`src/design/ssi_pkg.sv`:
```
package ssi_pkg;

  localparam int CoordWidth  = 16;
  localparam int RadiusWidth = CoordWidth - 1;
  localparam int DiffWidth   = CoordWidth + 1;
  localparam int ProdWidth   = 2 * DiffWidth;
  localparam int AWidth      = ProdWidth;
  localparam int HWidth      = ProdWidth + 2;
  localparam int CrossWidth  = ProdWidth + 1;
  localparam int R2Width     = 2 * RadiusWidth;
  localparam int SplitWidth  = AWidth / 2;
  localparam int ArPartWidth = SplitWidth + R2Width;
  localparam int CmWidth     = 32;
  localparam int DWidth      = 2 * CmWidth;
  localparam int RootWidth   = DWidth / 2;
  localparam int RemWidth    = RootWidth + 2;
  localparam int NumWidth    = HWidth + 1;
  localparam int DivRemWidth = AWidth + 1;
  localparam int TFracBits   = 16;
  localparam int TWidth      = TFracBits + 1;

  typedef struct packed {
    logic                      v;
    logic                      miss;
    logic signed [HWidth-1:0]  h;
    logic        [AWidth-1:0]  a;
  } sq_side_t;

  typedef struct packed {
    logic v;
    logic hit;
    logic far;
  } dv_side_t;

endpackage

```
`src/design/ssi_sqrt_cell.sv`:
```
module ssi_sqrt_cell (
  input  logic                             clk,
  input  logic                             rst,
  input  logic                             en,
  input  ssi_pkg::sq_side_t                side_in,
  input  logic [ssi_pkg::RemWidth-1:0]     rem_in,
  input  logic [ssi_pkg::RootWidth-1:0]    root_in,
  input  logic [ssi_pkg::DWidth-1:0]       d_in,
  output ssi_pkg::sq_side_t                side_out,
  output logic [ssi_pkg::RemWidth-1:0]     rem_out,
  output logic [ssi_pkg::RootWidth-1:0]    root_out,
  output logic [ssi_pkg::DWidth-1:0]       d_out
);

  logic [ssi_pkg::RemWidth+1:0] shifted;
  logic [ssi_pkg::RemWidth+1:0] trial;
  logic [ssi_pkg::RemWidth+1:0] diff;
  logic                         take;

  always_comb begin
    shifted = {rem_in, d_in[ssi_pkg::DWidth-1 -: 2]};
    trial   = {2'b00, root_in, 2'b01};
    take    = shifted >= trial;
    diff    = take ? shifted - trial : shifted;
  end

  always_ff @(posedge clk) begin
    if (rst) begin
      side_out.v <= 1'b0;
    end else if (en) begin
      side_out.v <= side_in.v;
    end
    if (en) begin
      side_out.miss <= side_in.miss;
      side_out.h    <= side_in.h;
      side_out.a    <= side_in.a;
      rem_out       <= diff[ssi_pkg::RemWidth-1:0];
      root_out      <= {root_in[ssi_pkg::RootWidth-2:0], take};
      d_out         <= {d_in[ssi_pkg::DWidth-3:0], 2'b00};
    end
  end

endmodule

```
`config.mk`:
```
export PLATFORM = sky130hd
export DESIGN_NAME = ssi_sqrt_cell
export DESIGN_NICKNAME = d
export VERILOG_FILES = /design/src/design/ssi_pkg.sv /design/src/design/ssi_sqrt_cell.sv
export SDC_FILE = /design/constraint.sdc
export NUM_CORES = 1
export LEC_CHECK = 0
export BUFFER_PORTS_ARGS = -buffer_cell sky130_fd_sc_hd__buf_2
export CAP_MARGIN = 5
export CORE_AREA = 2 2 158 160
export CTS_CLUSTER_SIZE = 30
export DETAILED_ROUTE_END_ITERATION = 8
export DIE_AREA = 0 0 160 162
export PLACE_DENSITY = 0.62
export SLEW_MARGIN = 20
export SYNTH_ARGS = -nofsm -noshare
export SYNTH_HDL_FRONTEND = slang
export SYNTH_SLANG_ARGS = --single-unit
```
`constraint.sdc`:
```
create_clock -name clk -period 7.3 [get_ports clk]
set_clock_uncertainty 0.05 [all_clocks]
set_input_delay 1.095 -clock clk [delete_from_list [all_inputs] [get_ports clk]]
set_output_delay 1.095 -clock clk [all_outputs]
set_load 0.005 [all_outputs]
```
==> metrics.txt <==
Power, Total 2.82 mW; DR iter-0 viols 468; highest clock rate 0.261 GHz; share of cells above drive strength 1 45.1%; yosys warns 0; Max-slew headroom 46.4%; CP max FO 50; worst skew pair latency 0.42 ns; CP required 7.44 ns; Power Dens Cells 247 mW/mm2; Die ar. 0.0259 mm2; post-route ant nets 0; IO Count 407; Horiz. Die Dim 160 um; Initial Util 34.8%; startpoint types input pin; clk sinks 200; Tmin final 3.83 ns; Syn Inst Count 568; pre-CTS setup slack 3.00 ns; setup TNS 0 ns; Synth top cells by count edfxtp_1 (199), nand2_1 (48), inv_1 (41); top_reg_cell synth edfxtp_1; I/O Buffers 404; Multi-input gate area 0.00217 mm2; RSZ-0062 raised after global routing no; via/cell ratio 4.74; number of synthesized flops with an enable pin 199; Worst Setup Path Type in -> reg; Core ar. 0.0241 mm2; die height 162 um; Nets 1,220; grt total ovfl 0; Final Cell Area 0.0114 mm2; mean post-synth cell area 14.8 um2; #FFs+latches synth 200; post-synthesis cell type count 58; Post-route DRC 0; FFs w/ async S/R, synth 0%; Max stage delay cell, worst path buf_4; Hold Fails Final Rpt 0; CP cell instances buf_2, inv_1, ha_1, a21o_1, o41ai_1, o211ai_1, a211oi_1, o21a_2, buf_4, mux2_1; CTS buffer count 17; CP Capture Type flip-flop; wire per inst 18.4 um; Vias 6,263; first-pass GRT wire length 35,700 um; Final Routed Wirelength 24,400 um; TritonCTS clock tree done; Peak VDD IR 137 uV; WP data arrival 3.97 ns; LEAKAGE 5.05 nW; Global Route Usage Sum 18.3%; crit share post-route 52.5%; most frequent cell after synthesis edfxtp_1; clk slew on worst S/H paths 0.08 ns; Slew Limit Fails 0; largest area contributor in the netlist edfxtp_1; CTS Buffer Depth 2; worst hold path type reg -> reg; Final Worst Setup Slack 3.47 ns; largest net degree at the start of global routing 79; dpl hpwl 19,100 um; FP Rows 57; vias in the first global route 6,055; Post-Synthesis Cell Area 0.00839 mm2; post-synthesis sequential area ratio 71.5%; CTS resizes 0; Layout Cells excl Fill 1,322; Syn-to-layout area delta 36.0%; Placed Cells 1,286; CTS Root Cell clkbuf_16; Buf+Inv Stages, Crit Path 3; H-tree levels 4; initial antenna violation count 4; dpl cell area 0.0108 mm2; run status finished, final reports clean; hold-fix buffers at CTS 0; Synth top area share 71.3%; Post-CTS Setup Bufs 0; CP max stage delay 0.50 ns; Worst Tran Pin Value 0.805 ns; Final Setup Violations 0; Placer Congestion 0.819; drt pass-1 iters 5; max_cap viols 0; top post-synthesis cells by area edfxtp_1 (71%), ha_1 (5.1%), nand2_1 (2.1%); sequential standard cell area 0.00600 mm2; # fillers 2,269; top cell family by delay on the critical path compound AO/OA/AOI/OAI gates
## registers in the layout (all words and copies together), names as in the netlist
name and count:
d_out 62, root_out 32, rem_out 34, side_out 72
## where the power goes
group	switching, mW	total (mW)	internal [mW]
clock network	0.498	0.969	0.472
logic	0.237	0.432	0.195
registers	0.0267	1.42	1.39
## cell type report
type,count,area share (%)
flip-flops and latches,200,52.6
multi-input cells,313,19.0
repair buffers,407,18.0
clock buffers,17,3.73
well taps,324,3.55
clock inverters,15,1.68
inverters,42,1.38
diodes,4,0.0878
## cell usage in the layout (no fill, tap or decap), drive strengths merged, types with 3 or more instances in the layout
cell and count:
nand4 7, a21oi 26, and2 6, ha 34, inv 50, xor2 16, clkbuf 18, buf 406
nor3 8, clkinv 7, nand3 4, a21boi 3, xnor2 12, a31oi 5, and3 9, o211ai 3
nor2 15, o41ai 3, diode 4, nand2b 6, mux2i 4, edfxtp 199, o21ai 44, o31ai 3
mux2 3, nand2 48, a21o 22
## routing by layer
metal | global-route usage (%) | share of wire [%]
met5 | 0 | 0
met4 | 5.90 | 1.6
met3 | 4.93 | 7.0
met2 | 31.1 | 51
met1 | 22.9 | 41
## worst paths after layout
kind / start / cells after the start / slack, ns / to
max reg2reg: side_out[71]$_SDFFE_PP0P_ / 2 / 6.64 / side_out[71]$_SDFFE_PP0P_
max: root_in[7] / 10 / 3.47 / rem_out[3]$_DFFE_PP_
min reg2reg: side_out[71]$_SDFFE_PP0P_ / 2 / 0.48 / side_out[71]$_SDFFE_PP0P_
min: side_out[71]$_SDFFE_PP0P_ / 2 / 0.48 / side_out[71]$_SDFFE_PP0P_
## stage by stage
step	utilization [%]	hold WS, ns
after floorplan	-	0.435
after global placement	44.7	0.422
after detailed placement	44.7	0.487
after CTS	47.3	0.501
after global routing	47.3	0.513
final	47.3	0.481
## worst min-delay path, stage by stage (launching register included)
cell and delay [ns]:
dfxtp_1 0.33, mux2i_1 0.07, nor2_1 0.09
## cells by family after synthesis
family,Yosys count,synth area share [%]
flops,200,71.5
xor+xnor,28,2.92
buf+inv,56,2.73
fa+ha+maj,34,5.07
compound gates,129,10.3
other cells,1,0.0447
mux,7,0.880
simple gates,113,6.55
No activity file was read; power rests on OpenSTA's default activity.
