==> src/design/ssi_pkg.sv <==
package ssi_pkg;

  localparam int CoordWidth  = 16;
  localparam int RadiusWidth = CoordWidth - 1;
  localparam int DiffWidth   = CoordWidth + 1;
  localparam int ProdWidth   = 2 * DiffWidth;
  localparam int AWidth      = ProdWidth;
  localparam int HWidth      = ProdWidth + 2;
  localparam int CrossWidth  = ProdWidth + 1;
  localparam int R2Width     = 2 * RadiusWidth;
  localparam int SplitWidth  = AWidth / 2;
  localparam int ArPartWidth = SplitWidth + R2Width;
  localparam int CmWidth     = 32;
  localparam int DWidth      = 2 * CmWidth;
  localparam int RootWidth   = DWidth / 2;
  localparam int RemWidth    = RootWidth + 2;
  localparam int NumWidth    = HWidth + 1;
  localparam int DivRemWidth = AWidth + 1;
  localparam int TFracBits   = 16;
  localparam int TWidth      = TFracBits + 1;

  typedef struct packed {
    logic                      v;
    logic                      miss;
    logic signed [HWidth-1:0]  h;
    logic        [AWidth-1:0]  a;
  } sq_side_t;

  typedef struct packed {
    logic v;
    logic hit;
    logic far;
  } dv_side_t;

endpackage

==> src/design/ssi_div_cell.sv <==
module ssi_div_cell (
  input  logic                               clk,
  input  logic                               rst,
  input  logic                               en,
  input  ssi_pkg::dv_side_t                  side_in,
  input  logic [ssi_pkg::DivRemWidth-1:0]    rem_in,
  input  logic [ssi_pkg::AWidth-1:0]         a_in,
  input  logic [ssi_pkg::TWidth-1:0]         quo_in,
  output ssi_pkg::dv_side_t                  side_out,
  output logic [ssi_pkg::DivRemWidth-1:0]    rem_out,
  output logic [ssi_pkg::AWidth-1:0]         a_out,
  output logic [ssi_pkg::TWidth-1:0]         quo_out
);

  logic                               take;
  logic [ssi_pkg::DivRemWidth-1:0]    diff;

  always_comb begin
    take = rem_in >= {1'b0, a_in};
    diff = take ? rem_in - {1'b0, a_in} : rem_in;
  end

  always_ff @(posedge clk) begin
    if (rst) begin
      side_out.v <= 1'b0;
    end else if (en) begin
      side_out.v <= side_in.v;
    end
    if (en) begin
      side_out.hit <= side_in.hit;
      side_out.far <= side_in.far;
      rem_out      <= {diff[ssi_pkg::DivRemWidth-2:0], 1'b0};
      a_out        <= a_in;
      quo_out      <= {quo_in[ssi_pkg::TWidth-2:0], take};
    end
  end

endmodule

==> config.mk <==
export PLATFORM = sky130hd
export DESIGN_NAME = ssi_div_cell
export DESIGN_NICKNAME = d
export VERILOG_FILES = /design/src/design/ssi_pkg.sv /design/src/design/ssi_div_cell.sv
export SDC_FILE = /design/constraint.sdc
export NUM_CORES = 1
export LEC_CHECK = 0
export BUFFER_PORTS_ARGS = -buffer_cell sky130_fd_sc_hd__buf_2
export CAP_MARGIN = 15
export CORE_UTILIZATION = 40
export CTS_CLUSTER_DIAMETER = 30
export DETAILED_ROUTE_END_ITERATION = 6
export PLACE_DENSITY = 0.66
export SLEW_MARGIN = 20
export SYNTH_ARGS = -nofsm -noshare
export SYNTH_HDL_FRONTEND = slang
export SYNTH_SLANG_ARGS = --single-unit
==> constraint.sdc <==
create_clock -name clk -period 2.9 [get_ports clk]
set_clock_uncertainty 0.05 [all_clocks]
set_input_delay 0 -clock clk [delete_from_list [all_inputs] [get_ports clk]]
set_output_delay 0 -clock clk [all_outputs]
set_load 0.02 [all_outputs]
==> results of run 1 <==
## where the power goes
part	internal [mW]	switching [mW]	total, mW
Sequential	1.57	0.0338	1.61
Combinational	0.464	0.640	1.10
Clock	0.844	0.504	1.35
Total	2.88	1.18	4.06
## registers in the layout (all words and copies together), names as in the netlist
name and flops:
a_out 34, quo_out 17, rem_out 34, side_out 3
## per-stage QoR
stage	power [mW]	util
3_3_place_gp	2.584	0.5065
2_1_floorplan	2.257	-
4_1_cts	4.046	0.6064
3_5_place_dp	2.600	0.5065
5_1_grt	4.235	0.6192
6_report	4.057	0.6192
## final cells by class
| class | count | area (µm²) |
|---|---|---|
| Clock inverter | 7 | 118.9 |
| Timing Repair Buffer | 280 | 1918 |
| Sequential cell | 88 | 2633 |
| Clock buffer | 9 | 225.2 |
| Tap cell | 168 | 210.2 |
| Multi-Input combinational cell | 325 | 2265 |
| Inverter | 43 | 161.4 |
| Fill cell | 1002 | 4631 |
## metal layers
metal | global-route usage | part of all wire
met5 | 0 | 0.00060
met1 | 0.2427 | 0.44
met2 | 0.3523 | 0.49
met4 | 0.06753 | 0.014
met3 | 0.05029 | 0.063
## placed cells by master (no fill, tap or decap), drive strengths merged, types with 3 or more instances in the layout
| cell | n |
|---|---|
| and2 | 7 |
| ha | 34 |
| inv | 44 |
| dlygate4sd3 | 87 |
| and3 | 7 |
| xor2 | 18 |
| nand4 | 8 |
| nand2b | 5 |
| nor2 | 19 |
| edfxtp | 87 |
| xnor2 | 12 |
| nor4 | 4 |
| nor2b | 3 |
| nand2 | 56 |
| o21ai | 51 |
| o21a | 4 |
| a21oi | 33 |
| nor3 | 4 |
| o21bai | 7 |
| clkbuf | 9 |
| a31oi | 4 |
| bufinv | 3 |
| nand3 | 4 |
| a21o | 16 |
| o211ai | 3 |
| buf | 193 |
## worst max-delay path: stages
cell and delay [ns]:
dlygate4sd3_1 0.53, buf_2 0.12, inv_1 0.05, ha_1 0.21
a21o_1 0.18, a21o_1 0.19, a21oi_2 0.20, o211ai_2 0.15
a2111oi_4 0.52, a22oi_1 0.17, a21o_1 0.18, a311o_1 0.32
## cells by family after synthesis
family          synth area share
compound gates            0.1724
simple gates              0.1098
flops                     0.5226
buf+inv                  0.04968
fa+ha+maj                0.08843
xor+xnor                 0.05216
mux                     0.004222
other cells            0.0007444
## path summary, 6_finish.rpt
| check | to | slack [ns] | depth (start not counted) |
|---|---|---|---|
| max | rem_out[33] | 0.12 | 12 |
| min | rem_out[33] | 0.03 | 3 |
| max reg2reg | side_out[2] | 1.70 | 3 |
| min reg2reg | side_out[2] | 1.00 | 3 |
## repair_timing
action / 4_1_cts / 5_1_grt
endpoints found under the hold margin: 86 / 0
setup endpoints to repair: 0 / 27
hold buffers: 87 / 0
gates resized for setup: 0 / 22
setup buffers: 0 / 4
==> metrics.md, run 1 <==
| Metric | Value |
|---|---|
| Total global routing overflow | 0 |
| Max Slew Vio Count | 0 |
| DR WL/cell | around 15 µm |
| # setup viols final | 0 |
| Reg-to-Reg Start | side_out[2] |
| DRC Markers | 0 |
| Post-Synthesis Cells | between 400 and 500 |
| Leakage power | roughly 3.3 nW |
| Site row count | 40 |
| Drt first pass iters | 5 |
| Post-Syn Area | between 5000 and 6000 µm² |
| Crit-path max FO | 4 |
| CTS tree | done |
| TritonCTS Sinks | around 90 |
| Total of max-cap violations | 0 |
| Number of synthesized flops with an enable pin | 87 |
| Synth top cells by count | edfxtp_1 (87), nand2_1 (56), o21ai_0 (48) |
| Die W | around 110 µm |
| Register area share after synthesis | 0.5226 |
| Pwr Density | between 500 and 600 nW/µm² |
| Skew-Pair Late Insertion Delay | roughly 0.34 ns |
| Net count, final | between 800 and 900 |
| Layout area overhead | 49.50% |
| Largest net degree at the start of global routing | between 50 and 60 |
| Max rail drop VDD | approximately 300 µV |
| Routed Antenna Nets | 0 |
| Slew headroom | 0.6482 |
| Worst slew pin tran | about 0.53 ns |
| Clock tree buffer depth | 2 |
| Ys async rst share | 0 |
| Finished Layout Cells | 920 |
| Synth Flop Type | edfxtp_1 |
| Hold_ws | 0.02854 ns |
| Post-synth top area share | 0.5186 |
| Routed wire length | between 10 and 15 mm |
| Core Box Area | ~12000 µm² |
| Synth Net Count | 597 |
| Hold Path Class | input port to flop |
| Status | completed |
| Initial Utilization | 0.4142 |
| Antenna cell count | 0 |
| Setup WS post-layout | between 0.1 and 0.15 ns |
| Die area | about 13000 µm² |
| Clk pin slew, worst setup/hold paths | 0.06 ns |
| Fin crit share | 0.9603 |
| Starting DRT DRC Count | between 200 and 300 |
| Pre-CTS setup slack | -0.04860 ns |
| Synth Warn # | 0 |
| Placed cells | between 800 and 900 |
| GPL Wtd Cong | between 0.8 and 0.9 |
| Root Buffer | clkbuf_16 |
| Placed Instance Area | about 6200 µm² |
| Hpwl dp | ~9.2 mm |
| Arr. time, crit path | approximately 2.8 ns |
| Final hold viol count | 0 |
| Initial antenna violation count | 1 |
| Final min period | ~2.8 ns |
| I/O pins | ~180 |
| Share of layout cells above drive strength 1 | 0.3125 |
| Tot GR Track Use | 0.2018 |
| CP startpoint | a_in[25] |
| Inserted Clock Buffers | 9 |
| Port Buffer Count | around 180 |
| H-tree level count | 3 |
| Flops & latches, synth | between 80 and 90 |
| Vias | ~4500 |
| Peak Freq | 0.3591 GHz |
| Crit end category | flop |
| Number of global-route vias before repair | between 4000 and 5000 |
| Mapped Avg Cell Area | between 10 and 15 µm² |
| Fin Setup TNS | 0 ns |
| Worst EP required | between 2 and 3 ns |
| Largest cells by area after synthesis | edfxtp_1 (52%), ha_1 (8.4%), o21ai_0 (4.8%), nand2_1 (4.2%), a21oi_1 (3.2%) |
| First-pass GRT wire length | about 21 mm |
| Area leader, netlist | edfxtp_1 |
| Critical path class | input port to flop |
| Vias per std cell | a little under 5 |
| Most frequent cell after synthesis | edfxtp_1 |
| Chip height | roughly 110 µm |
| HP Start | rem_in[32] |
| Post-synth cell types | 56 |
| Startpoint Class | input port |
| Design area | 7531 µm² |
Power figures use the tool's default switching activity.
==> run 2: changes to the inputs <==
==> constraint.sdc (replaced) <==
create_clock -name clk -period 2.65 [get_ports clk]
set_clock_uncertainty 0.05 [all_clocks]
set_input_delay 0 -clock clk [delete_from_list [all_inputs] [get_ports clk]]
set_output_delay 0 -clock clk [all_outputs]
set_load 0.02 [all_outputs]
==> metrics.md, run 2 (synthesis gave the netlist of run 1 again) <==
| Metric | Value |
|---|---|
| Status | completed (unchanged) |
| Total global routing overflow | 0 (unchanged) |
| Largest net degree at the start of global routing | 56 (was 54) |
| Starting DRT DRC Count | 272 (was 280) |
| Die area | 13050 µm² (unchanged) |
| Inserted Clock Buffers | 9 (unchanged) |
| # setup viols final | 0 (unchanged) |
| Routed Antenna Nets | 0 (unchanged) |
| Total Power | 4.302 mW (was 4.057 mW) |
| Combinational share of power | 0.286 (was 0.272) |
| First-pass GRT wire length | 21.29 mm (was 20.60 mm) |
| RSZ-0062 raised after global routing | yes |
| Initial Utilization | 0.4142 (unchanged) |
| Clock share of power | 0.306 (was 0.332) |
| Max stage delay on crit path | 0.53 ns (about the same) |
| Commonest non-fill, non-tap cell in the layout | buf_2 (unchanged) |
| Largest registers | a_out x34, rem_out x34, quo_out x17 (unchanged) |
| TritonCTS Sinks | 88 (unchanged) |
| Critical path class | input port to flop (unchanged) |
| Clk pin slew, worst setup/hold paths | 0.06 ns (about the same) |
| H-tree level count | 3 (unchanged) |
| Core Box Area | 12160 µm² (unchanged) |
| Max rail drop VDD | 285.6 µV (was 294.4 µV) |
| Total of max-cap violations | 0 (unchanged) |
| Site row count | 40 (unchanged) |
| Root Buffer | clkbuf_16 (unchanged) |
| Tot GR Track Use | 0.2083 (was 0.2018) |
| DRC Markers | 0 (unchanged) |
| Net count, final | 889 (was 874) |
| Number of global-route vias before repair | 4743 (was 4482) |
| Fin Setup TNS | 0 ns (unchanged) |
| CP cell instances | dlygate4sd3_1 > buf_2 > ha_1 > nand2_1 > nor2_1 > a21oi_1 > o211ai_2 > a2111oi_4 > a22oi_1 > a21o_1 > a311o_1 (was dlygate4sd3_1 > buf_2 > inv_1 > ha_1 > a21o_1 > a21o_1 > a21oi_2 > o211ai_2 > a2111oi_4 > a22oi_1 > a21o_1 > a311o_1) |
| DR WL/cell | 14.43 µm (was 14.55 µm) |
| Startpoint Class | input port (unchanged) |
| Peak Freq | 0.3846 GHz |
| GPL Wtd Cong | 0.8632 (was 0.8563) |
| Hpwl dp | 9.508 mm (was 9.208 mm) |
| Crit-path max FO | 4 (unchanged) |
| Drt first pass iters | 4 (was 5) |
| Antenna cell count | 0 (unchanged) |
| Max Slew Vio Count | 0 (unchanged) |
| Crit end category | flop (unchanged) |
| Share of layout cells above drive strength 1 | 0.3220 (was 0.3125) |
| Leakage power | 3.386 nW (was 3.322 nW) |
| CTS tree | done (unchanged) |
| Arr. time, crit path | 2.64 ns (was 2.82 ns) |
| NetSw | 1.311 mW (was 1.178 mW) |
| Chip height | 114.2 µm (unchanged) |
| Pwr Density | 569.2 nW/µm² (was 538.7 nW/µm²) |
| Port Buffer Count | 178 (unchanged) |
| Sw Share | 0.3047 (was 0.2903) |
| Most frequent cells in the layout | buf_2 (177), edfxtp_1 (87), dlygate4sd3_1 (87) (unchanged) |
| Crit path max-delay cell type | dlygate4sd3_1 (unchanged) |
| Layout area overhead | 50.02% (was 49.50%) |
| Die W | 114.2 µm (unchanged) |
| Skew-Pair Late Insertion Delay | 0.35 ns (was 0.34 ns) |
| Final hold viol count | 0 (unchanged) |
| Fin crit share | 0.9811 |
| Final min period | about 2.6 ns |
| Sequential power share | 0.408 (was 0.396) |
| I/O pins | 181 (unchanged) |
| Vias | 4612 (was 4548) |
| Hold Path Class | input port to flop (unchanged) |
| Internal power | 2.991 mW (was 2.879 mW) |
| Vias per std cell | 4.933 (was 4.943) |
| Initial antenna violation count | 1 (unchanged) |
| Clock tree buffer depth | 2 (unchanged) |
| Routed wire length | 13.50 mm (was 13.39 mm) |
| Worst EP required | 2.69 ns (was 2.94 ns) |
## run 2: final timing paths
check,cells after the start,end,start,slack [ns]
max reg2reg,3,side_out[2],side_out[2],1.45
min,3,rem_out[33],rem_in[32],0.07
max,11,rem_out[33],rem_in[27],0.05
min reg2reg,3,side_out[2],side_out[2],1.01
## run 2: stage by stage
stage	setup slack [ns]	cells	hold slack, ns	cell area, µm²	utilization
2_1_floorplan	0.1706	470	0.02238	5037	-
3_3_place_gp	-0.06798	830	0.1067	6302	0.5182
3_5_place_dp	-0.2104	830	0.1213	6302	0.5182
4_1_cts	0.007038	933	0.01889	7478	0.6149
5_1_grt	-0.05023	935	0.07454	7557	0.6214
6_report	0.05006	935	0.06724	7557	0.6214
## run 2: critical path, delay by kind of cell
kind / cells / cell delay (ns)
AO/OA/AOI/OAI: 6 / 1.39
buffers and inverters: 2 / 0.66
adder cells (fa/ha/maj): 1 / 0.34
AND/OR/NAND/NOR: 2 / 0.26
## run 2: layer usage
| layer | global-route usage | share of wire | routed length (µm) | vias up |
|---|---|---|---|---|
| li1 | - | - | - | 2301 |
| met1 | 0.2453 | 0.43 | 5844 | 2138 |
| met2 | 0.3628 | 0.49 | 6609 | 148 |
| met3 | 0.04976 | 0.057 | 773 | 23 |
| met4 | 0.08831 | 0.019 | 256 | 2 |
| met5 | 0 | 0.00082 | 11 | - |
## run 2: power groups by stage
| stage | Combinational, mW | Clock (mW) | Sequential [mW] |
|---|---|---|---|
| detailed placement | 1.10 | 0 | 1.78 |
| finish | 1.23 | 1.32 | 1.75 |
| global route | 1.34 | 1.38 | 1.77 |
| floorplan | 0.479 | 0 | 1.99 |
| CTS | 1.21 | 1.34 | 1.76 |
| global placement | 1.08 | 0 | 1.78 |
## run 2: cell type report
type / instances / area (µm²)
Clock buffer: 9 / 225.2
Clock inverter: 7 / 80.08
Fill cell: 1017 / 4604
Inverter: 43 / 161.4
Multi-Input combinational cell: 324 / 2222
Sequential cell: 88 / 2633
Tap cell: 168 / 210.2
Timing Repair Buffer: 296 / 2026
## run 2: repair_timing
| item | CTS | global route |
|---|---|---|
| hold buffers | 87 | 0 |
| setup endpoints to repair | 0 | 31 |
| hold endpoints to repair | 86 | 0 |
| resized for setup | 0 | 15 |
| buffers inserted | 0 | 1 |
